File: src/chft_pkg.sv
package chft_pkg;

    localparam int CORDIC_ITERATIONS_DEF   = 16;
    localparam int ANGLE_FRACTION_BITS_DEF = 6;

    localparam int RAW_W    = 16;
    localparam int CAL_A_W  = 21;
    localparam int SCALE_W  = 16;
    localparam int PROD_W   = 37;
    localparam int CORDIC_W = 40;
    localparam int ZQ_W     = 26;
    localparam int ZQ_FRAC  = 16;
    localparam int ATAN_W   = 22;
    localparam int ATAN_N   = 24;
    localparam int OUT_W    = 15;
    localparam int ALPHA_W  = 9;
    localparam int CFG_W    = 16;
    localparam int CFG_IDX_W = 3;
    localparam int IN_DATA_W  = 32;
    localparam int OUT_DATA_W = 48;

    localparam logic signed [ZQ_W-1:0] QUARTER_Q = ZQ_W'(90 <<< ZQ_FRAC);

    localparam logic signed [CFG_W-1:0] OFFSET_X_RST = -16'sd56;
    localparam logic signed [CFG_W-1:0] OFFSET_Y_RST = 16'sd136;
    localparam logic [CFG_W-1:0]        SCALE_X_RST  = 16'd17203;
    localparam logic [CFG_W-1:0]        SCALE_Y_RST  = 16'd16220;
    localparam logic signed [CFG_W-1:0] HOFF_RST     = -16'sd5665;
    localparam logic [ALPHA_W-1:0]      ALPHA_RST    = 9'd102;
    localparam logic [ALPHA_W-1:0]      ALPHA_MAX    = 9'd256;
    localparam logic [OUT_W-1:0]        PBOOT_RST    = 15'd11520;

    typedef enum logic [CFG_IDX_W-1:0] {
        CFG_OFFSET_X       = 3'd0,
        CFG_OFFSET_Y       = 3'd1,
        CFG_SCALE_X        = 3'd2,
        CFG_SCALE_Y        = 3'd3,
        CFG_HEADING_OFFSET = 3'd4,
        CFG_FILTER_ALPHA   = 3'd5,
        CFG_POSITION_BOOT  = 3'd6
    } t_cfg_idx;

    typedef enum logic [2:0] {
        ST_IDLE,
        ST_CAL,
        ST_ROT,
        ST_WRAP,
        ST_FILT,
        ST_UPD,
        ST_OUT
    } t_state;

    function automatic logic [ATAN_W-1:0] f_atan(input logic [4:0] idx);
        logic [ATAN_W-1:0] v;
        case (idx)
            5'd0:  v = 22'd2949120;
            5'd1:  v = 22'd1740967;
            5'd2:  v = 22'd919879;
            5'd3:  v = 22'd466945;
            5'd4:  v = 22'd234379;
            5'd5:  v = 22'd117304;
            5'd6:  v = 22'd58666;
            5'd7:  v = 22'd29335;
            5'd8:  v = 22'd14668;
            5'd9:  v = 22'd7334;
            5'd10: v = 22'd3667;
            5'd11: v = 22'd1833;
            5'd12: v = 22'd917;
            5'd13: v = 22'd458;
            5'd14: v = 22'd229;
            5'd15: v = 22'd115;
            5'd16: v = 22'd57;
            5'd17: v = 22'd29;
            5'd18: v = 22'd14;
            5'd19: v = 22'd7;
            5'd20: v = 22'd4;
            5'd21: v = 22'd2;
            5'd22: v = 22'd1;
            default: v = 22'd0;
        endcase
        return v;
    endfunction

endpackage

File: src/chft_mul.sv
module chft_mul
    import chft_pkg::*;
(
    input  logic                      i_clk,
    input  logic                      i_rst_n,
    input  logic                      i_start,
    input  logic signed [CAL_A_W-1:0] i_a,
    input  logic [SCALE_W-1:0]        i_b,
    output logic signed [PROD_W-1:0]  o_p,
    output logic                      o_done
);

    localparam int CNT_W = $clog2(SCALE_W);

    logic signed [PROD_W-1:0] r_acc;
    logic signed [PROD_W-1:0] r_a;
    logic [SCALE_W-1:0]       r_b;
    logic [CNT_W-1:0]         r_cnt;
    logic                     r_busy;
    logic                     r_done;

    always_ff @(posedge i_clk) begin
        if (!i_rst_n) begin
            r_busy <= 1'b0;
            r_done <= 1'b0;
            r_cnt  <= '0;
        end else begin
            r_done <= 1'b0;
            if (i_start) begin
                r_busy <= 1'b1;
                r_cnt  <= '0;
            end else if (r_busy) begin
                r_cnt <= r_cnt + 1'b1;
                if (r_cnt == CNT_W'(SCALE_W - 1)) begin
                    r_busy <= 1'b0;
                    r_done <= 1'b1;
                end
            end
        end
    end

    always_ff @(posedge i_clk) begin
        if (i_start) begin
            r_acc <= '0;
            r_a   <= PROD_W'(i_a);
            r_b   <= i_b;
        end else if (r_busy) begin
            if (r_b[0]) begin
                r_acc <= r_acc + r_a;
            end
            r_a <= r_a <<< 1;
            r_b <= r_b >> 1;
        end
    end

    assign o_p    = r_acc;
    assign o_done = r_done;

endmodule

File: src/chft_cordic.sv
module chft_cordic
    import chft_pkg::*;
#(
    parameter int CORDIC_ITERATIONS = CORDIC_ITERATIONS_DEF
) (
    input  logic                       i_clk,
    input  logic                       i_rst_n,
    input  logic                       i_start,
    input  logic signed [CORDIC_W-1:0] i_x,
    input  logic signed [CORDIC_W-1:0] i_y,
    output logic signed [ZQ_W-1:0]     o_z,
    output logic                       o_done
);

    localparam int RUN  = (CORDIC_ITERATIONS > ATAN_N) ? ATAN_N : CORDIC_ITERATIONS;
    localparam int IT_W = $clog2(RUN);

    logic signed [CORDIC_W-1:0] r_x;
    logic signed [CORDIC_W-1:0] r_y;
    logic signed [ZQ_W-1:0]     r_z;
    logic [IT_W-1:0]            r_it;
    logic                       r_busy;
    logic                       r_done;

    logic signed [CORDIC_W-1:0] w_dx;
    logic signed [CORDIC_W-1:0] w_dy;
    logic signed [ZQ_W-1:0]     w_atan;

    assign w_dx   = r_y >>> r_it;
    assign w_dy   = r_x >>> r_it;
    assign w_atan = ZQ_W'(f_atan(5'(r_it)));

    always_ff @(posedge i_clk) begin
        if (!i_rst_n) begin
            r_busy <= 1'b0;
            r_done <= 1'b0;
            r_it   <= '0;
        end else begin
            r_done <= 1'b0;
            if (i_start) begin
                r_it <= '0;
                if (i_x == '0 && i_y == '0) begin
                    r_done <= 1'b1;
                end else begin
                    r_busy <= 1'b1;
                end
            end else if (r_busy) begin
                r_it <= r_it + 1'b1;
                if (r_it == IT_W'(RUN - 1)) begin
                    r_busy <= 1'b0;
                    r_done <= 1'b1;
                end
            end
        end
    end

    always_ff @(posedge i_clk) begin
        if (i_start) begin
            if (i_x == '0 && i_y == '0) begin
                r_x <= i_x;
                r_y <= i_y;
                r_z <= '0;
            end else if (i_x < 0 && i_y >= 0) begin
                r_x <= i_y;
                r_y <= -i_x;
                r_z <= QUARTER_Q;
            end else if (i_x < 0) begin
                r_x <= -i_y;
                r_y <= i_x;
                r_z <= -QUARTER_Q;
            end else begin
                r_x <= i_x;
                r_y <= i_y;
                r_z <= '0;
            end
        end else if (r_busy) begin
            if (r_y > 0) begin
                r_x <= r_x + w_dx;
                r_y <= r_y - w_dy;
                r_z <= r_z + w_atan;
            end else begin
                r_x <= r_x - w_dx;
                r_y <= r_y + w_dy;
                r_z <= r_z - w_atan;
            end
        end
    end

    assign o_z    = r_z;
    assign o_done = r_done;

endmodule

File: src/compass_heading_filter_and_turn_tracker_unit.sv
// Good read: the transaction passes through the bit-serial calibration multipliers, the CORDIC
// iterations and the wrap steps, then the handoffs, filter, update and output load into the
// result register. A failed read goes straight to the output load. A zero vector skips the
// CORDIC iterations. A new transaction is accepted only in idle, once the previous result has
// been loaded into the output register; that load waits for m_axis_tready while a result is held.
// Reset (synchronous, active low): registers to defaults, headings 0, position to position_boot.
module compass_heading_filter_and_turn_tracker_unit
    import chft_pkg::*;
#(
    parameter int CORDIC_ITERATIONS   = CORDIC_ITERATIONS_DEF,
    parameter int ANGLE_FRACTION_BITS = ANGLE_FRACTION_BITS_DEF
) (
    input  logic                  i_clk,
    input  logic                  i_rst_n,
    input  logic                  s_axis_tvalid,
    output logic                  s_axis_tready,
    input  logic [IN_DATA_W-1:0]  s_axis_tdata,   // mag_x, mag_y
    input  logic [0:0]            s_axis_tuser,   // read_ok
    output logic                  m_axis_tvalid,
    input  logic                  m_axis_tready,
    output logic [OUT_DATA_W-1:0] m_axis_tdata,   // smooth_heading, instant_heading, turn_position
    output logic [0:0]            m_axis_tuser,   // sensor_healthy
    input  logic                  i_cfg_we,
    input  logic [CFG_IDX_W-1:0]  i_cfg_addr,
    input  logic [CFG_W-1:0]      i_cfg_data
);

    localparam int FULL = 360 << ANGLE_FRACTION_BITS;
    localparam int HALF = 180 << ANGLE_FRACTION_BITS;
    localparam int UW   = $clog2(FULL + 1);
    localparam int SW   = ((UW > CFG_W) ? UW : CFG_W) + 3;
    localparam int PW   = SW + ALPHA_W + 1;
    localparam int SH   = ZQ_FRAC - ANGLE_FRACTION_BITS;
    localparam int POS_RST = (int'(PBOOT_RST) > FULL) ? FULL : int'(PBOOT_RST);

    t_state r_state;
    t_state n_state;

    logic signed [CFG_W-1:0] r_off_x;
    logic signed [CFG_W-1:0] r_off_y;
    logic [CFG_W-1:0]        r_scale_x;
    logic [CFG_W-1:0]        r_scale_y;
    logic signed [CFG_W-1:0] r_hoff;
    logic [ALPHA_W-1:0]      r_alpha;
    logic [OUT_W-1:0]        r_pboot;

    logic [UW-1:0] r_raw;
    logic [UW-1:0] r_ema;
    logic [UW-1:0] r_prev;
    logic [UW-1:0] r_pos;
    logic          r_ema_seed;
    logic          r_trk_seed;
    logic          r_healthy;

    logic signed [SW-1:0] r_sum;
    logic signed [PW-1:0] r_prod;
    logic signed [SW-1:0] r_pos_sum;

    logic                  r_m_valid;
    logic [OUT_DATA_W-1:0] r_m_data;
    logic                  r_m_user;

    logic w_accept;
    logic w_mul_start;
    logic w_cor_start;
    logic w_out_free;
    logic w_in_range;

    logic signed [CAL_A_W-1:0]  w_ax;
    logic signed [CAL_A_W-1:0]  w_ay;
    logic signed [PROD_W-1:0]   w_px;
    logic signed [PROD_W-1:0]   w_py;
    logic                       w_mx_done;
    logic                       w_my_done;
    logic signed [ZQ_W-1:0]     w_z;
    logic                       w_cor_done;
    logic signed [ZQ_W-1:0]     w_ang;
    logic [UW-1:0]              w_boot;

    assign w_accept   = s_axis_tvalid && s_axis_tready;
    assign w_out_free = !r_m_valid || m_axis_tready;
    assign w_in_range = (r_sum >= 0) && (r_sum < SW'(FULL));

    assign w_ax = (CAL_A_W'($signed(s_axis_tdata[15:0])) <<< 4) - CAL_A_W'(r_off_x);
    assign w_ay = (CAL_A_W'($signed(s_axis_tdata[31:16])) <<< 4) - CAL_A_W'(r_off_y);

    assign w_ang  = (w_z + ZQ_W'(1 <<< (SH - 1))) >>> SH;
    assign w_boot = (int'(r_pboot) > FULL) ? UW'(FULL) : UW'(r_pboot);

    chft_mul u_mul_x (
        .i_clk   (i_clk),
        .i_rst_n (i_rst_n),
        .i_start (w_mul_start),
        .i_a     (w_ax),
        .i_b     (r_scale_x),
        .o_p     (w_px),
        .o_done  (w_mx_done)
    );

    chft_mul u_mul_y (
        .i_clk   (i_clk),
        .i_rst_n (i_rst_n),
        .i_start (w_mul_start),
        .i_a     (w_ay),
        .i_b     (r_scale_y),
        .o_p     (w_py),
        .o_done  (w_my_done)
    );

    chft_cordic #(
        .CORDIC_ITERATIONS (CORDIC_ITERATIONS)
    ) u_cordic (
        .i_clk   (i_clk),
        .i_rst_n (i_rst_n),
        .i_start (w_cor_start),
        .i_x     (CORDIC_W'(w_px)),
        .i_y     (-CORDIC_W'(w_py)),
        .o_z     (w_z),
        .o_done  (w_cor_done)
    );

    always_comb begin
        n_state = r_state;
        unique case (r_state)
            ST_IDLE: begin
                if (w_accept) begin
                    n_state = s_axis_tuser[0] ? ST_CAL : ST_OUT;
                end
            end
            ST_CAL:  if (w_mx_done) n_state = ST_ROT;
            ST_ROT:  if (w_cor_done) n_state = ST_WRAP;
            ST_WRAP: if (w_in_range) n_state = ST_FILT;
            ST_FILT: n_state = ST_UPD;
            ST_UPD:  n_state = ST_OUT;
            ST_OUT:  if (w_out_free) n_state = ST_IDLE;
            default: n_state = ST_IDLE;
        endcase
    end

    always_comb begin
        s_axis_tready = 1'b0;
        w_mul_start   = 1'b0;
        w_cor_start   = 1'b0;
        unique case (r_state)
            ST_IDLE: begin
                s_axis_tready = 1'b1;
                w_mul_start   = s_axis_tvalid && s_axis_tuser[0];
            end
            ST_CAL:  w_cor_start = w_mx_done;
            default: ;
        endcase
    end

    always_ff @(posedge i_clk) begin
        if (!i_rst_n) begin
            r_state <= ST_IDLE;
        end else begin
            r_state <= n_state;
        end
    end

    always_ff @(posedge i_clk) begin
        if (!i_rst_n) begin
            r_off_x   <= OFFSET_X_RST;
            r_off_y   <= OFFSET_Y_RST;
            r_scale_x <= SCALE_X_RST;
            r_scale_y <= SCALE_Y_RST;
            r_hoff    <= HOFF_RST;
            r_alpha   <= ALPHA_RST;
            r_pboot   <= PBOOT_RST;
        end else if (i_cfg_we) begin
            unique case (t_cfg_idx'(i_cfg_addr))
                CFG_OFFSET_X:       r_off_x   <= i_cfg_data;
                CFG_OFFSET_Y:       r_off_y   <= i_cfg_data;
                CFG_SCALE_X:        r_scale_x <= i_cfg_data;
                CFG_SCALE_Y:        r_scale_y <= i_cfg_data;
                CFG_HEADING_OFFSET: r_hoff    <= i_cfg_data;
                CFG_FILTER_ALPHA:   r_alpha   <= i_cfg_data[ALPHA_W-1:0];
                CFG_POSITION_BOOT:  r_pboot   <= i_cfg_data[OUT_W-1:0];
                default: ;
            endcase
        end
    end

    always_ff @(posedge i_clk) begin
        logic signed [SW-1:0]     v_e;
        if (!i_rst_n) begin
            r_raw      <= '0;
            r_ema      <= '0;
            r_prev     <= '0;
            r_pos      <= UW'(POS_RST);
            r_ema_seed <= 1'b0;
            r_trk_seed <= 1'b0;
            r_healthy  <= 1'b0;
        end else begin
            case (r_state)
                ST_IDLE: begin
                    if (w_accept && !s_axis_tuser[0]) begin
                        r_healthy <= 1'b0;
                    end
                end
                ST_WRAP: begin
                    if (w_in_range) begin
                        r_raw <= UW'(r_sum);
                    end
                end
                ST_UPD: begin
                    r_healthy <= 1'b1;
                    if (!r_ema_seed) begin
                        r_ema      <= r_raw;
                        r_ema_seed <= 1'b1;
                    end else begin
                        v_e = SW'(r_ema) + SW'((r_prod + PW'(128)) >>> 8);
                        if (v_e < 0) begin
                            v_e = v_e + SW'(FULL);
                        end else if (v_e >= SW'(FULL)) begin
                            v_e = v_e - SW'(FULL);
                        end
                        r_ema <= UW'(v_e);
                    end
                    r_prev <= r_raw;
                    if (!r_trk_seed) begin
                        r_pos      <= w_boot;
                        r_trk_seed <= 1'b1;
                    end else if (r_pos_sum < 0) begin
                        r_pos <= '0;
                    end else if (r_pos_sum > SW'(FULL)) begin
                        r_pos <= UW'(FULL);
                    end else begin
                        r_pos <= UW'(r_pos_sum);
                    end
                end
                default: ;
            endcase
        end
    end

    always_ff @(posedge i_clk) begin
        logic signed [SW-1:0] v_de;
        logic signed [SW-1:0] v_dp;
        logic [ALPHA_W-1:0]   v_alpha;
        v_de    = SW'(r_raw) - SW'(r_ema);
        v_dp    = SW'(r_raw) - SW'(r_prev);
        v_alpha = (r_alpha > ALPHA_MAX) ? ALPHA_MAX : r_alpha;
        if (v_de > SW'(HALF)) begin
            v_de = v_de - SW'(FULL);
        end else if (v_de < -SW'(HALF)) begin
            v_de = v_de + SW'(FULL);
        end
        if (v_dp > SW'(HALF)) begin
            v_dp = v_dp - SW'(FULL);
        end else if (v_dp < -SW'(HALF)) begin
            v_dp = v_dp + SW'(FULL);
        end
        case (r_state)
            ST_ROT: begin
                if (w_cor_done) begin
                    r_sum <= SW'(w_ang) + SW'(r_hoff);
                end
            end
            ST_WRAP: begin
                if (r_sum < 0) begin
                    r_sum <= r_sum + SW'(FULL);
                end else if (r_sum >= SW'(FULL)) begin
                    r_sum <= r_sum - SW'(FULL);
                end
            end
            ST_FILT: begin
                r_prod    <= PW'($signed({1'b0, v_alpha})) * PW'(v_de);
                r_pos_sum <= SW'(r_pos) + v_dp;
            end
            default: ;
        endcase
    end

    always_ff @(posedge i_clk) begin
        if (!i_rst_n) begin
            r_m_valid <= 1'b0;
        end else if (r_state == ST_OUT && w_out_free) begin
            r_m_valid <= 1'b1;
        end else if (m_axis_tready) begin
            r_m_valid <= 1'b0;
        end
    end

    always_ff @(posedge i_clk) begin
        if (r_state == ST_OUT && w_out_free) begin
            r_m_data <= {3'b000, OUT_W'(r_pos), OUT_W'(r_raw), OUT_W'(r_ema)};
            r_m_user <= r_healthy;
        end
    end

    assign m_axis_tvalid   = r_m_valid;
    assign m_axis_tdata    = r_m_data;
    assign m_axis_tuser[0] = r_m_user;

    a_fail_drops_health: assert property (@(posedge i_clk) disable iff (!i_rst_n)
        (w_accept && !s_axis_tuser[0]) |=> !r_healthy)
        else $error("failed read left health set");

    a_pos_in_range: assert property (@(posedge i_clk) disable iff (!i_rst_n)
        r_pos <= UW'(FULL))
        else $error("turn position out of range");

    a_raw_in_range: assert property (@(posedge i_clk) disable iff (!i_rst_n)
        r_raw < UW'(FULL))
        else $error("heading out of range");

    a_seeds_together: assert property (@(posedge i_clk) disable iff (!i_rst_n)
        r_ema_seed == r_trk_seed)
        else $error("filter and tracker seeding diverged");

    a_mul_done_in_cal: assert property (@(posedge i_clk) disable iff (!i_rst_n)
        w_mx_done |-> (r_state == ST_CAL && w_my_done))
        else $error("multiplier finished outside calibration");

endmodule

File: config.mk
export PLATFORM = sky130hd
export DESIGN_NAME = compass_heading_filter_and_turn_tracker_unit
export DESIGN_NICKNAME = d
export VERILOG_FILES = /design/src/chft_pkg.sv /design/src/chft_mul.sv /design/src/chft_cordic.sv /design/src/compass_heading_filter_and_turn_tracker_unit.sv
export SDC_FILE = /design/constraint.sdc
export NUM_CORES = 2
export LEC_CHECK = 0
export CORE_ASPECT_RATIO = 1.1
export CORE_MARGIN = 2
export CORE_UTILIZATION = 55
export DETAILED_ROUTE_END_ITERATION = 8
export DONT_BUFFER_PORTS = 1
export GPL_ROUTABILITY_DRIVEN = 0
export GPL_TIMING_DRIVEN = 0
export PLACE_DENSITY = 0.72
export SLEW_MARGIN = 40
export SYNTH_ARGS = -nofsm -noshare
export SYNTH_HDL_FRONTEND = slang
export SYNTH_SLANG_ARGS = --single-unit
File: constraint.sdc
create_clock -name i_clk -period 11.66 [get_ports i_clk]
set_input_delay 1.749 -clock i_clk [delete_from_list [all_inputs] [get_ports i_clk]]
set_output_delay 1.749 -clock i_clk [all_outputs]
set_load 0.02 [all_outputs]
==> results.txt <==
The remaining number of nets flagged by the antenna check after routing is 0. The floorplan die height came out at 327.9 um. The worst register-to-register path begins at r_raw[0]$_SDFFE_PN0P_. The share of post-route cells with drive strength above 1 came out at 5.919%. During placement, the flow inserted port buffers numbering 0. The worst endpoint data arrival time came out at 10.67 ns. The path with the worst hold slack has its endpoint at r_prev[9]$_SDFFE_PN0P_. The cell occurring most often along the worst timing path is sky130_fd_sc_hd__fa_1. The startpoint type of the worst setup path is a register. After synthesis, the largest family of logic cells by area is compound AO/OA/AOI/OAI gates. The post-layout minimum cycle time is 10.29 ns. Summing the areas of all compound-gate instances in the mapped netlist gives 19.12% of the synthesized area. The register bit count reported by yosys came out at 599.

Measured along the x axis, the die boundary spans 298.5 um. The share of the synthesized area in the top cell type came out at 18.09%. The setup-violating endpoint count in the final report came out at 0.

The synthesized area divided by synthesized cell count came out at roughly 8.5 um^2. Summed over all cells, the static leakage comes to 23.00 nW. No sink is reached through more buffers than the 3 on the longest clock path. The first global-routing pass estimated 260.8 mm of wire. The clock drives ~600 sinks. For this configuration, the core starts out at a cell density of 55.61%. Dividing the detail-routed wire length by the instance count gives 22.10 um. The worst path required time is 12.04 ns.

The number of antenna violations at the first check in global routing is 6. The cell taking the most area after synthesis is sky130_fd_sc_hd__edfxtp_1. The clock tree synthesis step divided the H-tree into 3 levels. The largest voltage drop on the vdd net is 511.2 uV.

The filler-free cell count of the finished design came out at between 7,000 and 8,000. TritonCTS built the clock tree. The worst-margin pin slew came out at 0.9559 ns. Synthesis instantiated 99 different standard cells from the library.

The synthesized netlist cell count came out at 6,190. The async set-reset flop share out of synthesis came out at 0%. The maximum number of pins on one net before global-route repair is 39.

After detailed routing, no signal wire sits above met5. Row generation in the floorplan step produced 118 rows. The final number of hold-violating endpoints came out at 0.

The maximum net fanout on the critical path is 9. The number of max-slew violations in the final report came out at 0. The number of cells on the worst hold path is 2. The number of hold buffers added after cts is 0.

The number of cell instances on the worst register-to-register path came out at 35. The total of cells resized after clock tree synthesis came out at 0. The worst-case headroom to the max-slew limit came out at 35.69%. Buffers added to address setup during post-CTS repair amount to 0. The wire length after detailed routing came out at 167.9 mm. The final-stage net count came out at 6,837. For this run, the top clock speed supported by timing is 0.09720 GHz. In the synthesized netlist, mux cells make up 5.785% of the area. In this run the critical register-to-register path is captured at r_prod[26]$_DFFE_PP_. On the final layout, the worst clock skew is 0.07507 ns. The total track usage is 33.75%. Ranked by instance count, the synthesized netlist is headed by sky130_fd_sc_hd__nand2_1 (952), sky130_fd_sc_hd__a21oi_1 (403), sky130_fd_sc_hd__nor2_1 (388). The number of top-level pins is 108. The number of global-route vias before repair came out at approximately 46,000. The share of synthesized area occupied by flip-flops and latches is 28.88%.

Global routing finished with a remaining overflow of 0. The critical path in this run is classified as reg2reg. The count of unresolved DRC violations after routing came out at 0. The Yosys warning count is 0.

CTS placed an instance of sky130_fd_sc_hd__clkbuf_16 at the clock tree root. The slowest stage of the critical path belongs to the cell sky130_fd_sc_hd__a211oi_1. Using the TritonRoute via totals, the vias-per-cell ratio works out to 6.343.

By area the synthesized netlist is led by sky130_fd_sc_hd__edfxtp_1 (18%), sky130_fd_sc_hd__dfxtp_1 (11%), sky130_fd_sc_hd__ha_1 (8.7%). The dominant cell by count in the synthesized netlist is sky130_fd_sc_hd__nand2_1. The most used flip-flop cell after synthesis is sky130_fd_sc_hd__edfxtp_1. For flop-to-flop paths, the worst setup slack is 1.37 ns. The XOR/XNOR share of the synthesized area is 8.330%. The filler cells instantiated in the layout total 8,213.

The power per standard cell area is 261.3 nW/um^2. The source-to-sink clock delay at the later pin of the worst-skew pair came out at 0.68 ns. Across the run, the number of max-cap violations was 0. The run finished with clean final reports.

The total via count in the routed design is about 48,000. The startpoint identified for the worst hold timing path is r_prev[9]$_SDFFE_PN0P_. The clock-pin slew on the worst setup and hold paths came out at 0.07 ns. The delay of the slowest critical-path stage is 0.55 ns. The number of buffers created by CTS is 70. The initial detailed-routing violation count came out at slightly above 5,000.

The share of synthesized cell area in and, or, nand and nor gates is 18.95%. After Yosys synthesis, full adders, half adders and majority gates account for 13.97% of the synthesized area. In this run the cell area of the synthesized design comes to roughly 52,000 um^2.

The standard cell core area came out at about 94,000 um^2. The layout overhead on the synthesized area came out at 8.406%. After detailed routing, the met2 layer carries approximately 76 mm of wire. The met3 wirelength from detailed routing came out at 15.80 mm.

After legalization and detailed placement, the total HPWL measured 129.0 mm. The critical path endpoint category is a register. The die covers 97,880 um^2. The first-pass iteration count of the detailed router is 8. The setup TNS came out at 0 ns.

Dividing the final minimum period by the clock period gives 88.24%. Setup repair after global routing left no endpoint under its margin. For this block, wires on met1 add up to 65.68 mm.

The min-delay analysis places its worst path in the category reg2reg. The worst hold margin is 0.4643 ns. After detailed placement, the design holds a cell count of 7,465. The number of synthesized flops with an enable pin is 316.
## sequential cells by signal, summed over array words and instances, names as in the netlist, 19 cells and up
name,flops
m_axis_tdata,45
u_mul_x.o_p,37
r_pos_sum,19
u_mul_y.o_p,37
u_cordic.r_y,40
u_cordic.r_x,40
u_cordic.w_atan,22
u_mul_y.r_a,37
u_cordic.o_z,26
u_mul_x.r_a,37
r_prod,20
r_sum,19
## through the flow
step / power [mW] / setup WS, ns / instance area [um^2] / util, %
2_1_floorplan: 10.14 / 3.046 / 52470 / -
3_3_place_gp: 12.18 / 1.127 / 54050 / 57.29
3_5_place_dp: 12.29 / 1.616 / 54370 / 57.63
4_1_cts: 14.84 / 1.491 / 56850 / 60.26
5_1_grt: 16.30 / 0.9109 / 56870 / 60.28
6_report: 14.86 / 1.371 / 56880 / 60.29
## power breakdown
part	total (mW)	internal, mW	switching [mW]
clock	2.36	1.32	1.04
combinational	9.31	3.70	5.61
sequential	3.20	2.86	0.338
## worst max-delay path, delay by kind of cell (launching register included)
kind	cells	cell delay, ns
and+or+nand+nor	5	0.96
xor gates and xnor gates	2	0.64
adders and majority gates	8	3.54
buffers and inverters	5	0.51
DFF	1	0.45
AOI/OAI and AO/OA	15	3.87
## metal layers
layer | up-vias | global-route usage (%)
met4 | 4 | 17.94
met2 | 2414 | 55.09
met5 | - | 0
met3 | 603 | 6.607
met1 | 22890 | 42.34
li1 | 22280 | -
## worst max-delay path by stage
stage	from	end	slack, ns
floorplan	r_raw[0]$_SDFFE_PN0P_	r_prod[26]$_DFFE_PP_	3.05
CTS	r_raw[0]$_SDFFE_PN0P_	r_prod[26]$_DFFE_PP_	1.49
finish	r_raw[0]$_SDFFE_PN0P_	r_prod[26]$_DFFE_PP_	1.37
global route	r_raw[1]$_SDFFE_PN0P_	r_prod[26]$_DFFE_PP_	0.91
global placement	r_raw[0]$_SDFFE_PN0P_	r_prod[26]$_DFFE_PP_	1.13
detailed placement	r_raw[1]$_SDFFE_PN0P_	r_prod[26]$_DFFE_PP_	1.62
## cell type report
type / count / area, um^2 / area share (%)
clock buffers: 86 / 1948 / 3.425
well taps: 1260 / 1577 / 2.772
multi-input cells: 4930 / 34860 / 61.29
inverters: 378 / 1419 / 2.495
clock inverters: 44 / 531.8 / 0.9349
diodes: 3 / 7.507 / 0.01320
repair buffers: 13 / 190.2 / 0.3344
flip-flops and latches: 599 / 15150 / 26.64
plain buffers: 285 / 1191 / 2.094
## cells in the final DEF (no fill, tap or decap), types with 107 or more instances in the layout
cell type	Yosys	final
sky130_fd_sc_hd__a21boi_0	107	107
sky130_fd_sc_hd__a21o_1	115	115
sky130_fd_sc_hd__a21oi_1	403	402
sky130_fd_sc_hd__clkbuf_1	220	218
sky130_fd_sc_hd__dfxtp_1	283	283
sky130_fd_sc_hd__edfxtp_1	316	316
sky130_fd_sc_hd__fa_1	138	138
sky130_fd_sc_hd__ha_1	365	365
sky130_fd_sc_hd__inv_1	375	375
sky130_fd_sc_hd__nand2_1	952	952
sky130_fd_sc_hd__nand3_1	175	174
sky130_fd_sc_hd__nor2_1	388	386
sky130_fd_sc_hd__o21ai_0	385	383
sky130_fd_sc_hd__xnor2_1	285	282
sky130_fd_sc_hd__xor2_1	214	212
## logic make-up (layout without fill, tap and decap cells)
kind of cell | Yosys count | in the layout
AO/OA/AOI/OAI | 1584 | 1584
XOR/XNOR | 499 | 499
adder cells (fa/ha/maj) | 503 | 503
buffers and inverters | 663 | 806
flip-flops | 599 | 599
multiplexers | 200 | 200
other | 1 | 6
AND/OR/NAND/NOR | 2141 | 2141
(Power assumes the default switching activity.)
